`src/hw/rtl/brr_pkg.sv`:
```
`timescale 1ns / 1ps
// ----------------------------------------------------------------------------
// brr_pkg
// Shared constants, command codes and word types of the bit reservoir reader.
// ----------------------------------------------------------------------------
package brr_pkg;

    // reservoir store, split into four byte banks so a 32-bit window is one read per bank
    localparam int STORE_DEPTH   = 4096;
    localparam int STORE_AW      = $clog2(STORE_DEPTH);
    localparam int BANKS         = 4;
    localparam int BANK_SEL_W    = $clog2(BANKS);
    localparam int ROWS          = STORE_DEPTH / BANKS;
    localparam int ROW_AW        = STORE_AW - BANK_SEL_W;

    localparam int MAX_READ_BITS = 25;
    localparam int READ_N_W      = $clog2(MAX_READ_BITS + 1);

    localparam int POS_W         = 16;
    localparam int BITPOS_W      = 19;
    localparam int CNT_W         = 15;
    localparam int BACK_W        = 12;
    localparam int BYTE_W        = 8;
    localparam int VALUE_W       = 25;
    localparam int WORD_W        = 32;
    localparam int SHIFT_W       = $clog2(WORD_W) + 1;

    localparam int CMDQ_DEPTH    = 2;
    localparam int CMDQ_AW       = $clog2(CMDQ_DEPTH);
    localparam int CMDQ_LVL_W    = $clog2(CMDQ_DEPTH + 1);
    localparam int RESQ_DEPTH    = 4;
    localparam int RESQ_AW       = $clog2(RESQ_DEPTH);
    localparam int RESQ_LVL_W    = $clog2(RESQ_DEPTH + 1);

    localparam logic [2:0] CMD_CLEAR  = 3'd0;
    localparam logic [2:0] CMD_APPEND = 3'd1;
    localparam logic [2:0] CMD_BEGIN  = 3'd2;
    localparam logic [2:0] CMD_GET    = 3'd3;
    localparam logic [2:0] CMD_PEEK   = 3'd4;
    localparam logic [2:0] CMD_SKIP   = 3'd5;
    localparam logic [2:0] CMD_MARK   = 3'd6;
    localparam logic [2:0] CMD_SEEK   = 3'd7;

    typedef struct packed {
        logic [2:0]        cmd;
        logic [BYTE_W-1:0] data_byte;
        logic [CNT_W-1:0]  bit_count;
        logic [BACK_W-1:0] back_offset;
    } brr_in_t;

    typedef struct packed {
        logic [VALUE_W-1:0] value;
        logic               ok;
        logic               overrun;
        logic [CNT_W-1:0]   bits_since_mark;
    } brr_out_t;

    // decoded command word handed from the front end to the executor
    typedef struct packed {
        logic              is_clear;
        logic              is_append;
        logic              is_begin;
        logic              is_read;
        logic              is_get;
        logic              is_skip;
        logic              is_mark;
        logic              is_seek;
        logic              too_long;
        logic [BYTE_W-1:0] data_byte;
        logic [CNT_W-1:0]  bit_count;
        logic [BACK_W-1:0] back_offset;
    } brr_cmd_t;

endpackage

```
`src/hw/rtl/brr_resq.sv`:
```
`timescale 1ns / 1ps
// ----------------------------------------------------------------------------
// brr_resq
// Result queue between the executor and the result port.
// ----------------------------------------------------------------------------
module brr_resq (
    input  logic                           clk,
    input  logic                           rst_n,
    input  logic                           wr_valid,
    input  brr_pkg::brr_out_t              wr_data,
    output logic [brr_pkg::RESQ_LVL_W-1:0] level,
    output logic                           empty,
    input  logic                           pop,
    output brr_pkg::brr_out_t              result
);
    import brr_pkg::*;

    brr_out_t              q_mem_reg [RESQ_DEPTH];
    logic [RESQ_AW-1:0]    wr_ptr_reg, wr_ptr_next;
    logic [RESQ_AW-1:0]    rd_ptr_reg, rd_ptr_next;
    logic [RESQ_LVL_W-1:0] count_reg, count_next;
    logic                  do_pop;

    assign empty  = (count_reg == '0);
    assign level  = count_reg;
    assign result = q_mem_reg[rd_ptr_reg];
    assign do_pop = pop && !empty;

    always_comb
    begin
        wr_ptr_next = wr_valid ? RESQ_AW'(wr_ptr_reg + 1'b1) : wr_ptr_reg;
        rd_ptr_next = do_pop ? RESQ_AW'(rd_ptr_reg + 1'b1) : rd_ptr_reg;
        count_next  = count_reg;
        if (wr_valid && !do_pop)
            count_next = RESQ_LVL_W'(count_reg + 1'b1);
        else if (do_pop && !wr_valid)
            count_next = RESQ_LVL_W'(count_reg - 1'b1);
    end

    always_ff @(posedge clk or negedge rst_n)
    begin
        if (!rst_n)
        begin
            wr_ptr_reg <= '0;
            rd_ptr_reg <= '0;
            count_reg  <= '0;
        end
        else
        begin
            wr_ptr_reg <= wr_ptr_next;
            rd_ptr_reg <= rd_ptr_next;
            count_reg  <= count_next;
        end
    end

    always_ff @(posedge clk)
    begin
        if (wr_valid)
            q_mem_reg[wr_ptr_reg] <= wr_data;
    end

endmodule

```
`config.mk`:
```
export PLATFORM = sky130hd
export DESIGN_NAME = brr_resq
export DESIGN_NICKNAME = d
export VERILOG_FILES = /design/src/hw/rtl/brr_pkg.sv /design/src/hw/rtl/brr_resq.sv
export SDC_FILE = /design/constraint.sdc
export NUM_CORES = 1
export LEC_CHECK = 0
export ABC_AREA = 1
export BUFFER_PORTS_ARGS = -buffer_cell sky130_fd_sc_hd__buf_2
export CORE_MARGIN = 4
export CORE_UTILIZATION = 60
export DETAILED_ROUTE_END_ITERATION = 10
export MAX_ROUTING_LAYER = met4
export PLACE_DENSITY = 0.82
export SETUP_SLACK_MARGIN = 0.05
export SYNTH_ARGS = -nofsm -noshare
export SYNTH_HDL_FRONTEND = slang
export SYNTH_SLANG_ARGS = --single-unit
export TNS_END_PERCENT = 5
```
`constraint.sdc`:
```
create_clock -name clk -period 3 [get_ports clk]
set_clock_uncertainty 0.1 [all_clocks]
set_input_delay 0.3 -clock clk [delete_from_list [all_inputs] [get_ports clk]]
set_output_delay 0.3 -clock clk [all_outputs]
set_load 0.01 [all_outputs]
```
# Yosys cells after proc, flatten, opt, wreduce, memory -nomap -nowiden
# Memory sizes are Yosys's and may differ from the RTL's.
# Cells that the tools add are included.
[classes]
mux = 4
reduce_logical = 8
addsub = 4
[op_table]
columns = ["op", "n"]
rows = [
  ["3-bit 2-to-1 mux", 2],
  ["2-bit by 1-bit adder with 2-bit output (second input constant)", 2],
  ["3-bit by 1-bit adder with 3-bit output (second input constant)", 1],
  ["1-bit logical AND", 3],
  ["1-bit logical NOT", 3],
  ["3-bit logical NOT", 1],
  ["3-bit by 1-bit subtractor with 3-bit output (second input constant)", 1],
  ["1-bit 2-to-1 mux", 2],
  ["2-bit nonzero test", 1],
]
[totals]
ff_bits = 7
inputBits = 46
output_inout_bits = 46
ram_bits = 168
mem_count = 1
[mem_list]
columns = ["name", "words", "word_bits", "read_ports", "rd_clocked_by_memory_dff", "write_ports", "line", "rtl"]
rows = [
  ["q_mem_reg", 4, 42, 1, 0, 1, "brr_resq.sv:18", "brr_out_t q_mem_reg [RESQ_DEPTH];"],
]

# Longest topological paths before layout
[depth]
depth_word = 6
depth_mapped = 11

# Worst setup path before layout
# No wires, ideal clock.
[synth_path]
path_kind = "register to register"
startpoint = "register wr_ptr_reg[0]"
endpoint = "memory q_mem_reg[0][0] (netlist name), enable pin"
slack_ns = 1.005
stages_incl_launch_ff = 5
arrival_time_ns = 1.498
setup_ns = 0.396
cell_sequence = "dfrtp_1 -> inv_1 -> ha_1 -> nand2_1 -> inv_1"
[synth_lines]
columns = ["item", "line", "rtl"]
rows = [
  ["from (decl)", "brr_resq.sv:19", "logic [RESQ_AW-1:0] wr_ptr_reg, wr_ptr_next;"],
  ["from (signal assigned)", "brr_resq.sv:50", "wr_ptr_reg <= wr_ptr_next;"],
  ["to (decl)", "brr_resq.sv:18", ""],
]
# Straight into the memory's write port.

==> impl_metrics.toml <==
[run_status]
outcome = "finished clean"

[critical_path]
slowest_delay_ps = 450
cp_cell_sequence = "inv_4 > buf_4 > nand2_1 > o211ai_1 > nand2_1 > buf_2"
required_ps = 2600
cpMaxStageDelayCell = "inv_4"
critPathArrivalTime_ps = 2150
critPathBufInv = 3
path_class = "flip-flop to primary output"
crit_top_cell = "nand2_1"
cp_max_fo = 52
critPathTopFamily = "buffers and inverters"
end_kind = "primary output"
start_kind = "flip-flop"

[layout]
final_common_cell = "edfxtp_1"
diodes = 0
largest_reg_flops = 168
final_nets = 726
fillerInstances = 682
utilization = 0.755
syn2layout_area_growth_pct = 20.8
drive_gt1_frac = 0.252
final_cell_mix = "168 x edfxtp_1, 146 x nand2_1, 92 x inv_1"

[global_routing]
grt_max_degree = 53
antenna_found_initial = 0
grt_overflow = 0
grt_pass1_wl_mm = 22.9
grt_pass1_vias = 4561
grt_usage = 0.217

[logic_synthesis]
ys_ff_latch = 175
yosysSeqAreaShare = 0.717
synth_cells = 545
yosys_warnings = 0
synth_cell_type_count = 19
synthesis.area_sq_mm = 0.00728
synth.net_count = 597
syn_area_per_cell_sq_um = 13.4

[floorplan]
dieHeight_um = 118
start_util = 0.624
boundaryPins = 92
die_area_sq_mm = 0.0140
core_area_sq_mm = 0.0117
rows = 39
die_x_um = 118

[sta]
setup-tns-final_ps = 0
hold_viol_final = 0
period_minus_slack_ps = 2550
setup_violations = 0
slew_headroom = 0.360
rsz0062_at_grt = "false"
post-route-period-util = 0.849
fmax_mhz = 392
finalMaxSlewViolations = 0
worstMarginPinSlew_ps = 959

[detailed_routing]
antenna_left = 0
routedWlPerCell_um = 17.2
drtIter0Drc = 364
vias = 4437
detail_route.vias_per_cell = 5.35
first_pass_iters = 6
drc = 0
wl_mm = 14.2

[power_and_ir_drop]
pwr-share-seq = 0.390
leakage_nw = 3.69
p_per_area_mw_per_mm2 = 979
switchingPower_mw = 3.00
p_clk_frac = 0.271
swShare = 0.349
power_frac_comb = 0.339
p_int_mw = 5.61
ir_drop_uv = 776

[clocking]
cts_tree = "built"
cts_setup_buffers = 0
cts_buffers = 17
clk_latency_ps = 420
clock_sinks = 175
path_clk_slew_ps = 60
htree_levels = 4
cts_buffer_depth = 2
cts_resized = 0
root_buffer = "clkbuf_16"

[placement]
portBuffers = 91
gp_congestion = 0.760
dp_hpwl_mm = 8.40

[flow_run]
maxCapViolations = 0

[min_path]
hp-class = "input pin to flip-flop"
-- power by group through the flow --
stage / combinational (mW) / sequential (mW) / clock (mW)
floorplan: 2.02 / 3.39 / 0
global placement: 2.78 / 3.38 / 0
detailed placement: 2.87 / 3.41 / 0
CTS: 2.93 / 3.36 / 2.35
global route: 3.25 / 3.39 / 2.46
finish: 2.92 / 3.36 / 2.34
-- routing by layer --
metal	up-vias	track usage	share of wire
met5	-	-	0
met4	0	0.0747	0.014
met3	20	0.0463	0.056
met2	154	0.368	0.53
met1	2119	0.261	0.40
li1	2144	-	-
-- cell type report --
| class | instances | area, sq um | share of cell area |
|---|---|---|---|
| inverter | 98 | 370 | 0.0421 |
| timing repair buffer | 138 | 923 | 0.105 |
| multi-input combinational | 244 | 1470 | 0.167 |
| tap | 143 | 179 | 0.0203 |
| clock buffer | 17 | 425 | 0.0483 |
| clock inverter | 15 | 206 | 0.0235 |
| sequential | 175 | 5220 | 0.593 |
-- final timing paths --
kind	start	to	slack, ps	cells after the start
worst max-delay path	rd_ptr_reg[0]	result[9]	450	6
worst min-delay path	wr_data[25]	q_mem_reg[0][25]	20	1
worst max register to register	level[0]	level[2]	980	10
worst min register to register	level[2]	level[2]	420	2
max in group asynchronous	rst_n	rd_ptr_reg[1]	2470	2
min in group asynchronous	rst_n	wr_ptr_reg[0]	150	2
-- Yosys cell counts --
master	instances	area [sq um]
xor2_1	1	8.76
buf_4	2	15.0
o21ai_1	1	5.00
buf_6	13	146
clkbuf_1	5	18.8
nand3_1	3	15.0
nand2_1	146	548
o211ai_2	33	413
inv_1	96	360
ha_1	5	62.6
nand4_1	1	6.26
o211ai_1	51	383
buf_2	8	40.0
fa_1	1	20.0
dfrtp_1	7	175
xnor2_1	1	8.76
nor2_1	1	3.75
edfxtp_1	168	5040
inv_2	2	7.51
-- metrics by stage --
step / area [sq um] / total power, mW / instances / worst slack (ps) / hold WS [ps]
after floorplan: 7280 / 5.41 / 545 / 1010 / -95.6
after global placement: 7810 / 6.15 / 762 / 999 / 52.1
after detailed placement: 7810 / 6.28 / 762 / 962 / 50.0
after CTS: 8800 / 8.64 / 830 / 501 / 0.688
after global routing: 8800 / 9.10 / 830 / 317 / 5.19
final: 8800 / 8.61 / 830 / 452 / 18.2
-- logic make-up after synthesis --
| logic type | synth area share |
|---|---|
| simple gates | 0.0787 |
| xor+xnor | 0.00241 |
| buf+inv | 0.0808 |
| fa+ha+maj | 0.0113 |
| flops | 0.717 |
| compound gates | 0.110 |
-- what timing repair did --
item,4_1_cts,5_1_grt
hold buffers,36,0
setup endpoints to repair,0,0
endpoints found under the hold margin,143,0
Note: power is estimated with default switching activity, not from simulation.
