File: config.mk
export PLATFORM = sky130hd
export DESIGN_NAME = brr_front
export DESIGN_NICKNAME = d
export VERILOG_FILES = /design/src/hw/rtl/brr_pkg.sv /design/src/hw/rtl/brr_front.sv
export SDC_FILE = /design/constraint.sdc
export NUM_CORES = 1
export LEC_CHECK = 0
export BUFFER_PORTS_ARGS = -buffer_cell sky130_fd_sc_hd__buf_2
export CAP_MARGIN = 20
export CORE_ASPECT_RATIO = 1.5
export CORE_MARGIN = 5
export CORE_UTILIZATION = 53
export DETAILED_ROUTE_END_ITERATION = 12
export GPL_ROUTABILITY_DRIVEN = 0
export PLACE_DENSITY = 0.79
export SYNTH_ARGS = -nofsm -noshare
export SYNTH_HDL_FRONTEND = slang
export SYNTH_SLANG_ARGS = --single-unit
File: constraint.sdc
create_clock -name clk -period 3.4 [get_ports clk]
set_clock_uncertainty 0.2 [all_clocks]
set_input_delay 0.17 -clock clk [delete_from_list [all_inputs] [get_ports clk]]
set_output_delay 0.17 -clock clk [all_outputs]
set_load 0.02 [all_outputs]
File: src/hw/rtl/brr_pkg.sv
`timescale 1ns / 1ps
// ----------------------------------------------------------------------------
// brr_pkg
// Shared constants, command codes and word types of the bit reservoir reader.
// ----------------------------------------------------------------------------
package brr_pkg;

    // reservoir store, split into four byte banks so a 32-bit window is one read per bank
    localparam int STORE_DEPTH   = 4096;
    localparam int STORE_AW      = $clog2(STORE_DEPTH);
    localparam int BANKS         = 4;
    localparam int BANK_SEL_W    = $clog2(BANKS);
    localparam int ROWS          = STORE_DEPTH / BANKS;
    localparam int ROW_AW        = STORE_AW - BANK_SEL_W;

    localparam int MAX_READ_BITS = 25;
    localparam int READ_N_W      = $clog2(MAX_READ_BITS + 1);

    localparam int POS_W         = 16;
    localparam int BITPOS_W      = 19;
    localparam int CNT_W         = 15;
    localparam int BACK_W        = 12;
    localparam int BYTE_W        = 8;
    localparam int VALUE_W       = 25;
    localparam int WORD_W        = 32;
    localparam int SHIFT_W       = $clog2(WORD_W) + 1;

    localparam int CMDQ_DEPTH    = 2;
    localparam int CMDQ_AW       = $clog2(CMDQ_DEPTH);
    localparam int CMDQ_LVL_W    = $clog2(CMDQ_DEPTH + 1);
    localparam int RESQ_DEPTH    = 4;
    localparam int RESQ_AW       = $clog2(RESQ_DEPTH);
    localparam int RESQ_LVL_W    = $clog2(RESQ_DEPTH + 1);

    localparam logic [2:0] CMD_CLEAR  = 3'd0;
    localparam logic [2:0] CMD_APPEND = 3'd1;
    localparam logic [2:0] CMD_BEGIN  = 3'd2;
    localparam logic [2:0] CMD_GET    = 3'd3;
    localparam logic [2:0] CMD_PEEK   = 3'd4;
    localparam logic [2:0] CMD_SKIP   = 3'd5;
    localparam logic [2:0] CMD_MARK   = 3'd6;
    localparam logic [2:0] CMD_SEEK   = 3'd7;

    typedef struct packed {
        logic [2:0]        cmd;
        logic [BYTE_W-1:0] data_byte;
        logic [CNT_W-1:0]  bit_count;
        logic [BACK_W-1:0] back_offset;
    } brr_in_t;

    typedef struct packed {
        logic [VALUE_W-1:0] value;
        logic               ok;
        logic               overrun;
        logic [CNT_W-1:0]   bits_since_mark;
    } brr_out_t;

    // decoded command word handed from the front end to the executor
    typedef struct packed {
        logic              is_clear;
        logic              is_append;
        logic              is_begin;
        logic              is_read;
        logic              is_get;
        logic              is_skip;
        logic              is_mark;
        logic              is_seek;
        logic              too_long;
        logic [BYTE_W-1:0] data_byte;
        logic [CNT_W-1:0]  bit_count;
        logic [BACK_W-1:0] back_offset;
    } brr_cmd_t;

endpackage

File: src/hw/rtl/brr_front.sv
`timescale 1ns / 1ps
// ----------------------------------------------------------------------------
// brr_front
// Accepts input words, decodes the command and queues the decoded word.
// ----------------------------------------------------------------------------
module brr_front (
    input  logic              clk,
    input  logic              rst_n,
    input  logic              push,
    output logic              full,
    input  brr_pkg::brr_in_t  item,
    output logic              cmd_valid,
    output brr_pkg::brr_cmd_t cmd,
    input  logic              take
);
    import brr_pkg::*;

    brr_cmd_t              dec;
    brr_cmd_t              q_mem_reg [CMDQ_DEPTH];
    logic [CMDQ_AW-1:0]    wr_ptr_reg, wr_ptr_next;
    logic [CMDQ_AW-1:0]    rd_ptr_reg, rd_ptr_next;
    logic [CMDQ_LVL_W-1:0] count_reg, count_next;
    logic                  do_push;
    logic                  do_pop;

    always_comb
    begin
        dec             = '0;
        dec.data_byte   = item.data_byte;
        dec.bit_count   = item.bit_count;
        dec.back_offset = item.back_offset;
        dec.too_long    = (item.bit_count > CNT_W'(MAX_READ_BITS));
        case (item.cmd)
            CMD_CLEAR:  dec.is_clear  = 1'b1;
            CMD_APPEND: dec.is_append = 1'b1;
            CMD_BEGIN:  dec.is_begin  = 1'b1;
            CMD_GET:
            begin
                dec.is_read = 1'b1;
                dec.is_get  = 1'b1;
            end
            CMD_PEEK:   dec.is_read   = 1'b1;
            CMD_SKIP:   dec.is_skip   = 1'b1;
            CMD_MARK:   dec.is_mark   = 1'b1;
            CMD_SEEK:   dec.is_seek   = 1'b1;
            default:    dec.is_clear  = 1'b1;
        endcase
    end

    assign full      = (count_reg == CMDQ_LVL_W'(CMDQ_DEPTH));
    assign cmd_valid = (count_reg != '0);
    assign cmd       = q_mem_reg[rd_ptr_reg];
    assign do_push   = push && !full;
    assign do_pop    = take && cmd_valid;

    always_comb
    begin
        wr_ptr_next = do_push ? CMDQ_AW'(wr_ptr_reg + 1'b1) : wr_ptr_reg;
        rd_ptr_next = do_pop ? CMDQ_AW'(rd_ptr_reg + 1'b1) : rd_ptr_reg;
        count_next  = count_reg;
        if (do_push && !do_pop)
            count_next = CMDQ_LVL_W'(count_reg + 1'b1);
        else if (do_pop && !do_push)
            count_next = CMDQ_LVL_W'(count_reg - 1'b1);
    end

    always_ff @(posedge clk or negedge rst_n)
    begin
        if (!rst_n)
        begin
            wr_ptr_reg <= '0;
            rd_ptr_reg <= '0;
            count_reg  <= '0;
        end
        else
        begin
            wr_ptr_reg <= wr_ptr_next;
            rd_ptr_reg <= rd_ptr_next;
            count_reg  <= count_next;
        end
    end

    always_ff @(posedge clk)
    begin
        if (do_push)
            q_mem_reg[wr_ptr_reg] <= dec;
    end

endmodule

# ---- Word-level counts from Yosys, hierarchy flattened
# Memories as Yosys holds them, arrays and structs flattened.
# Index checks and enable logic that the tools add are counted.
dict set report totals {
  register_bits 4
  ram_bits 88
  latchBits 0
  mem_count 1
  out_inout_bits 46
  romBits 0
  input_bits 42
  elab_cells 40
}
# memory words width rd rd_ports_with_merged_regs wr line
set memory_table {}
lappend memory_table {q_mem_reg 2 44 1 0 1 brr_front.sv:19} ;# brr_cmd_t q_mem_reg [CMDQ_DEPTH];
dict set report op_classes {
  magnitude_cmp 1
  shifts 0
  n_reduce_logical 11
  eq_ne 8
  bitwise 0
  addsub 4
  n_mul 0
  div 0
  n_mux 12
}
# op n
set ops {}
lappend ops {{> comparator 15 x 5 -> 1 bit, second input constant} 1}
lappend ops {{equality test 3 bit, second input constant} 4}
lappend ops {{two-way mux 1 bit} 10}
lappend ops {{equality test 3 x 2 -> 1 bit, second input constant} 2}
lappend ops {{logical AND 1 bit} 4}
lappend ops {{two-way mux 2 bit} 2}
lappend ops {{nonzero test 2 bit} 2}
lappend ops {{equality test 3 x 1 -> 1 bit, second input constant} 1}
lappend ops {{zero test 1 bit} 3}
lappend ops {{zero test 3 bit} 1}
lappend ops {{adder 1 bit, second input constant} 2}
lappend ops {{adder 2 x 1 -> 2 bit, second input constant} 1}
lappend ops {{equality test 2 bit, second input constant} 1}
lappend ops {{OR reduction 2 bit} 1}
lappend ops {{subtractor 2 x 1 -> 2 bit, second input constant} 1}

# ---- Logic depth before layout (Yosys ltp)
# Gate-level depths: netlist of the first run.
dict set report logic_depth {
  depth_word 7
  depth_mapped 7
  depth_no_buf 7
}

# ---- Least setup slack after synthesis of the first run
# No wires, ideal clock.
dict set report synth_path {
  kind {reg-to-reg}
  start {register count_reg[0]}
  end {memory q_mem_reg[0][0] (netlist name) (enable)}
  required_time_ns 2.755
  path_buffers 0
  t_arrival_ns 2.473
  setup_slack_ns 0.281
  synth_period_minus_slack_ns 3.119
  stages_incl_launch_ff 4
  setup_ns 0.445
  cell_sequence {dfrtp_1 nand2b_1 nand2_1 nor2_1}
}
dict set report synth_via {
  elab_chain_len 5
}
# item line
set synth_rtl {}
lappend synth_rtl {{start: declaration} brr_front.sv:22} ;# logic [CMDQ_LVL_W-1:0] count_reg, count_next;
lappend synth_rtl {{start signal: assignment} brr_front.sv:79} ;# count_reg <= count_next;
lappend synth_rtl {{equality test 2 bit} brr_front.sv:50} ;# assign full = (count_reg == CMDQ_LVL_W'(CMDQ_DEPTH));
lappend synth_rtl {{zero test 1 bit} brr_front.sv:53} ;# assign do_push = push && !full;
lappend synth_rtl {{logical AND 1 bit} brr_front.sv:53}
lappend synth_rtl {{two-way mux 1 bit} brr_front.sv:85} ;# if (do_push)
lappend synth_rtl {{two-way mux 1 bit (not written as such)} brr_front.sv:86} ;# q_mem_reg[wr_ptr_reg] <= dec;
lappend synth_rtl {{end: declaration} brr_front.sv:19}
# No other way between the ends.

==> flow_summary.ini, run 1 <==
[status]
status = finished, final reports clean

[synthesis]
yosys-top-cells-area = edfxtp_1 (72%), mux2_4 (16%), dfrtp_1 (2.7%), buf_12 (2.2%), mux2_2 (1.5%)
synth_top_area_share_pct = 72.0
syn_avg_cell_area_um2 = 21.5
synth_area_leader_cell = edfxtp_1
syn-cell-area_mm2 = 0.00367
seq_area_frac_synth_pct = 74.7
ys_ff_latch = 92
ys_types = 23
postSynthCellCount = 171
yosysWarnings = 0
synth-edff-count = 88
synthTopCellsByCount = edfxtp_1 (88), mux2_4 (39), mux2_2 (5)
ys.flop_type = edfxtp_1
synthArstFlopShare_pct = 4.35
synth_nets = 214
synth.most_common_cell = edfxtp_1

[worst_setup_path]
startpoint_type = register
cp_cell_sequence = buf_12 > mux2_2 > buf_2
crit_buf_inv = 2
path_depth = 3
crit_slowest_cell = dfrtp_2
critPathMaxStageDelay_ns = 0.79
arrival_ns = 1.98
r2r_cells = 4
crit_family = flip-flops
required_ns = 3.03
critPathMaxFanout = 26
endpoint_kind = primary output
worstSetupPathType = reg2out

[cells_and_area]
multi_input_area_um2 = 833
largest_reg_flops = 88
diodes = 0
areaGrowthSynthToFinish_pct = 30.6
regArea_mm2 = 0.00274
stdcell_count = 393
fillCellCount = 444
utilization_pct = 70.4
drive_gt1_share_pct = 48.3
fin_nets = 353

[die]
ios = 88
core_area_mm2 = 0.00681
dieArea_mm2 = 0.00872
die_x_um = 77.9
row_count = 37
initial_core_util_pct = 53.9
die_h_um = 112

[grt]
grt_max_degree = 45
grt_overflow = 0
grt_pass1_wl_mm = 11.2
grt_pass1_vias = 2253
track_usage_pct = 16.7
antenna_found_initial = 0

[sta]
tightest_slew_ns = 1.02
fin_hold_ws_ns = 0.296
max_freq_mhz = 425
setup_viol = 0
slew_headroom_pct = 32.1
final.setup.tns_ns = 0
hold_violations = 0
period_share_pct = 69.3
grt_setup_unrepaired = no
drv_slew = 0
layout_min_cycle_time_ns = 2.35

[power]
p_int_mw = 2.63
p_leak_nw = 1.95
total_power_mw = 3.88
irDropWorstVdd_v = 0.000637
p_clk_share_pct = 19.4
p_comb_share_pct = 36.8
p_sw_mw = 1.25
swShare_pct = 32.3
power_density_mw_per_mm2 = 810
power_frac_seq_pct = 43.7

[clock_tree]
numCtsBuffers = 9
clk_latency_ns = 0.35
cts-htree-levels = 3
cts_tree = yes
clk_pin_slew_ns = 0.08
cts_buffer_depth = 2
postCtsSetupRepairBufs = 0
holdBufCountCts = 43
cts_sinks = 92
clock-root-buffer = clkbuf_8
ctsResizeCount = 0

[drt]
top_layer = met4
drc = 0
vias = 2021
met2_length_mm = 3.85
avgRoutedWirePerCell_um = 17.8
wl_met3_um = 439
vias_per_cell = 5.14
ant_nets = 0
wl_met1_mm = 2.60
drtIter0Drc = 152
wl_mm = 7.01
firstDrtPassIters = 5

[worst_hold_path]
hold_depth = 1
hold_class = reg2reg

[placement]
dp.cells = 334
hpwl_mm = 4.58
io_buffers = 87

[run]
maxCapViolCount = 0
[layer usage]
layer / vias up / track usage, %
met5: - / 0
met4: 0 / 7.55
met3: 10 / 3.56
met2: 74 / 29.5
met1: 994 / 18.9
li1: 943 / -
[worst register-to-register path: cells and delay by family (launching register included)]
family                 cells  cell delay, ns
and+or+nand+nor            3            0.88
DFF                        1            0.41
buffers and inverters      1            0.33
[per-stage QoR]
step                setup WS (ns)  area (um2)
floorplan                   0.281        3670
global placement             1.38        4160
detailed placement           1.28        4160
CTS                          1.01        4790
global route                0.977        4790
finish                       1.05        4790
[worst paths after layout]
check | startpoint | end | slack [ns]
worst max-delay path | rd_ptr_reg | cmd[40] | 1.05
max in group asynchronous | rst_n | rd_ptr_reg | 2.27
worst min register to register | count_reg[1] | count_reg[1] | 0.30
worst min-delay path | count_reg[1] | count_reg[1] | 0.30
min in group asynchronous | rst_n | count_reg[1] | 0.52
worst max register to register | count_reg[0] | q_mem_reg[0][9] | 1.27
[cell type report]
cell class / instances / share of cell area [%]
clock buffers: 9 / 2.58
multi-input cells: 71 / 17.4
clock inverters: 7 / 1.70
inverters: 3 / 0.235
flip-flops and latches: 92 / 57.3
repair buffers: 133 / 18.8
well taps: 78 / 2.04
[cells by family (layout without fill, tap and decap cells)]
kind of cell | Yosys count | in the layout | synth area share (%)
flops | 92 | 92 | 74.7
buf+inv | 8 | 152 | 2.80
fa+ha+maj | 1 | 1 | 0.341
mux | 44 | 44 | 17.5
compound gates | 2 | 2 | 0.409
simple gates | 19 | 19 | 3.03
xor+xnor | 5 | 5 | 1.19
[power by group through the flow]
stage | clock network [mW] | logic [mW] | registers [mW]
6_report | 0.754 | 1.43 | 1.70
3_3_place_gp | 0 | 1.38 | 1.71
4_1_cts | 0.772 | 1.45 | 1.70
3_5_place_dp | 0 | 1.41 | 1.73
2_1_floorplan | 0 | 1.17 | 1.64
5_1_grt | 0.825 | 1.52 | 1.73
[placed cells by master, fill, tap and decap left out, drive strengths merged, types with 3 or more instances in the layout]
cell type	Yosys	final
buf	5	90
edfxtp	88	88
mux2	44	44
dlygate4sd3	0	43
clkbuf	0	9
clkinv	0	5
nor2	4	4
dfrtp	4	4
inv	3	3
xnor2	3	3
and3	3	3
Note: power is estimated with default switching activity, not from simulation.
==> run 2: changes to the inputs <==
Settings changed: CORE_UTILIZATION 53 to 48, PLACE_DENSITY 0.79 to 0.76.
Clock period 3.4 ns to 2.05 ns, I/O delays scaled along.
==> run 2 against run 1 <==
  * Register-to-register slack got worse by 1.0 ns
  * Non-clock buffer count rose by 3
  * First-iteration DRC count fell by 57%
  * Global-route usage fell by 1.8 points
  * Combinational power is 80% higher
  * Die area rose by 9.3%
  * Largest power group unchanged
  * Critical endpoint is now cmd[39]
  * Critical path depth unchanged
  * Via count decreased by 2.8%
  * Hold slack lost 0.0027 ns
  * Cell area increased by 3.9%
  * Count of clock-buffer cells in the layout is the same
  * Sequential cell count unchanged
==> flow_summary.ini, run 2 (same netlist as run 1, synthesis figures left out) <==
[drt]
drtIter0Drc = 66
wl_mm = 6.58
avgRoutedWirePerCell_um = 15.7
vias_per_cell = 4.68
firstDrtPassIters = 4
vias = 1965
ant_nets = 0
drc = 0

[power]
irDropWorstVdd_v = 0.00114
p_sw_mw = 2.18
p_comb_share_pct = 37.2
p_leak_nw = 2.01
p_clk_share_pct = 23.5
p_int_mw = 4.71
power_density_mw_per_mm2 = 1380
swShare_pct = 31.7
power_frac_seq_pct = 39.2

[cells_and_area]
multi_input_area_um2 = 833
diodes = 0
largest_reg_flops = 88
stdcell_count = 420
mostFrequentLayoutCells = edfxtp_1 (88), buf_2 (87), dlygate4sd3_1 (43)
regArea_mm2 = 0.00274
fillCellCount = 517
fin_nets = 356
drive_gt1_share_pct = 49.7
areaGrowthSynthToFinish_pct = 35.7
layout_commonest_cell = edfxtp_1

[clock_tree]
clock-root-buffer = clkbuf_16
cts_buffer_depth = 2
cts_sinks = 92
numCtsBuffers = 9
clk_pin_slew_ns = 0.06
cts_tree = yes
clk_latency_ns = 0.33
cts-htree-levels = 3

[sta]
final.setup.tns_ns = 0
setup_viol = 0
period_share_pct = 89.5
drv_slew = 0
grt_setup_unrepaired = no
hold_violations = 0
max_freq_mhz = 545
slew_headroom_pct = 68.9
layout_min_cycle_time_ns = 1.83
tightest_slew_ns = 0.462

[worst_setup_path]
worstSetupPathType = reg2out
startpoint_type = register
endpoint_kind = primary output
critPathMaxFanout = 33
arrival_ns = 1.53
required_ns = 1.75

[placement]
io_buffers = 87
hpwl_mm = 4.15
dp.cells = 361

[worst_hold_path]
hold_class = in2reg

[run]
maxCapViolCount = 0

[die]
ios = 88
die_h_um = 117
row_count = 39
core_area_mm2 = 0.00756
die_x_um = 81.4
initial_core_util_pct = 48.5
dieArea_mm2 = 0.00953

[grt]
grt_pass1_wl_mm = 10.2
grt_overflow = 0
grt_pass1_vias = 2075
grt_max_degree = 34
antenna_found_initial = 0
track_usage_pct = 14.8

[status]
status = finished, final reports clean
-- run 2: cell count changes in the layout (fill, tap and decap cells not counted), sizes merged --
cell	previous run	this run
buf	90	93
bufinv	2	1
clkinv	5	3
clkinvlp	0	2
inv	3	4
-- run 2: final timing paths --
check,start,to,slack (ns),cells after the start
hold reg to reg,count_reg[1],count_reg[1],0.32,1
setup reg to reg,count_reg[0],count_reg[1],0.25,6
min in group asynchronous,rst_n,wr_ptr_reg,0.48,3
setup / recovery,rd_ptr_reg,cmd[39],0.22,3
hold / removal,item[31],q_mem_reg[0][31],0.29,2
max in group asynchronous,rst_n,rd_ptr_reg,0.97,3
-- run 2: critical path: stages, from the launching register on --
cell	delay [ns]
dfrtp_2	0.38
buf_12	0.25
mux2_2	0.38
buf_2	0.16
-- run 2: what timing repair did --
action / 4_1_cts / 5_1_grt
hold endpoints to repair: 92 / 0
hold buffers: 43 / 0
setup buffers: 0 / 0
gates resized for setup: 0 / 0
-- run 2: power by group through the flow --
stage	clock, mW	combinational, mW	sequential, mW
floorplan	0	1.95	2.71
global placement	0	2.50	2.72
detailed placement	0	2.53	2.74
CTS	1.66	2.60	2.71
global route	1.74	2.74	2.75
finish	1.62	2.57	2.70
-- run 2: per-layer routing --
| metal | routed length (um) | global-route usage, % | vias up |
|---|---|---|---|
| li1 | - | - | 949 |
| met1 | 2600 | 16.9 | 950 |
| met2 | 3470 | 24.9 | 60 |
| met3 | 430 | 5.44 | 6 |
| met4 | 76 | 6.20 | 0 |
| met5 | 0 | 0 | - |
-- run 2: area by class of cell --
class,count,area share [%]
sequential,92,55.1
timing repair buffer,136,19.3
multi-input combinational,71,16.7
clock buffer,9,4.52
tap,102,2.56
clock inverter,7,1.53
inverter,3,0.226
-- run 2: through the flow --
step	setup WS, ns	utilization (%)	instance area (um2)	hold WS, ns	power [mW]
final	0.216	65.8	4980	0.293	6.89
after detailed placement	0.333	56.1	4250	-0.287	5.27
after floorplan	0.132	-	3680	-0.393	4.65
after global placement	0.366	56.1	4250	-0.289	5.22
after global routing	0.132	65.8	4980	0.285	7.23
after CTS	0.210	65.8	4980	0.273	6.96
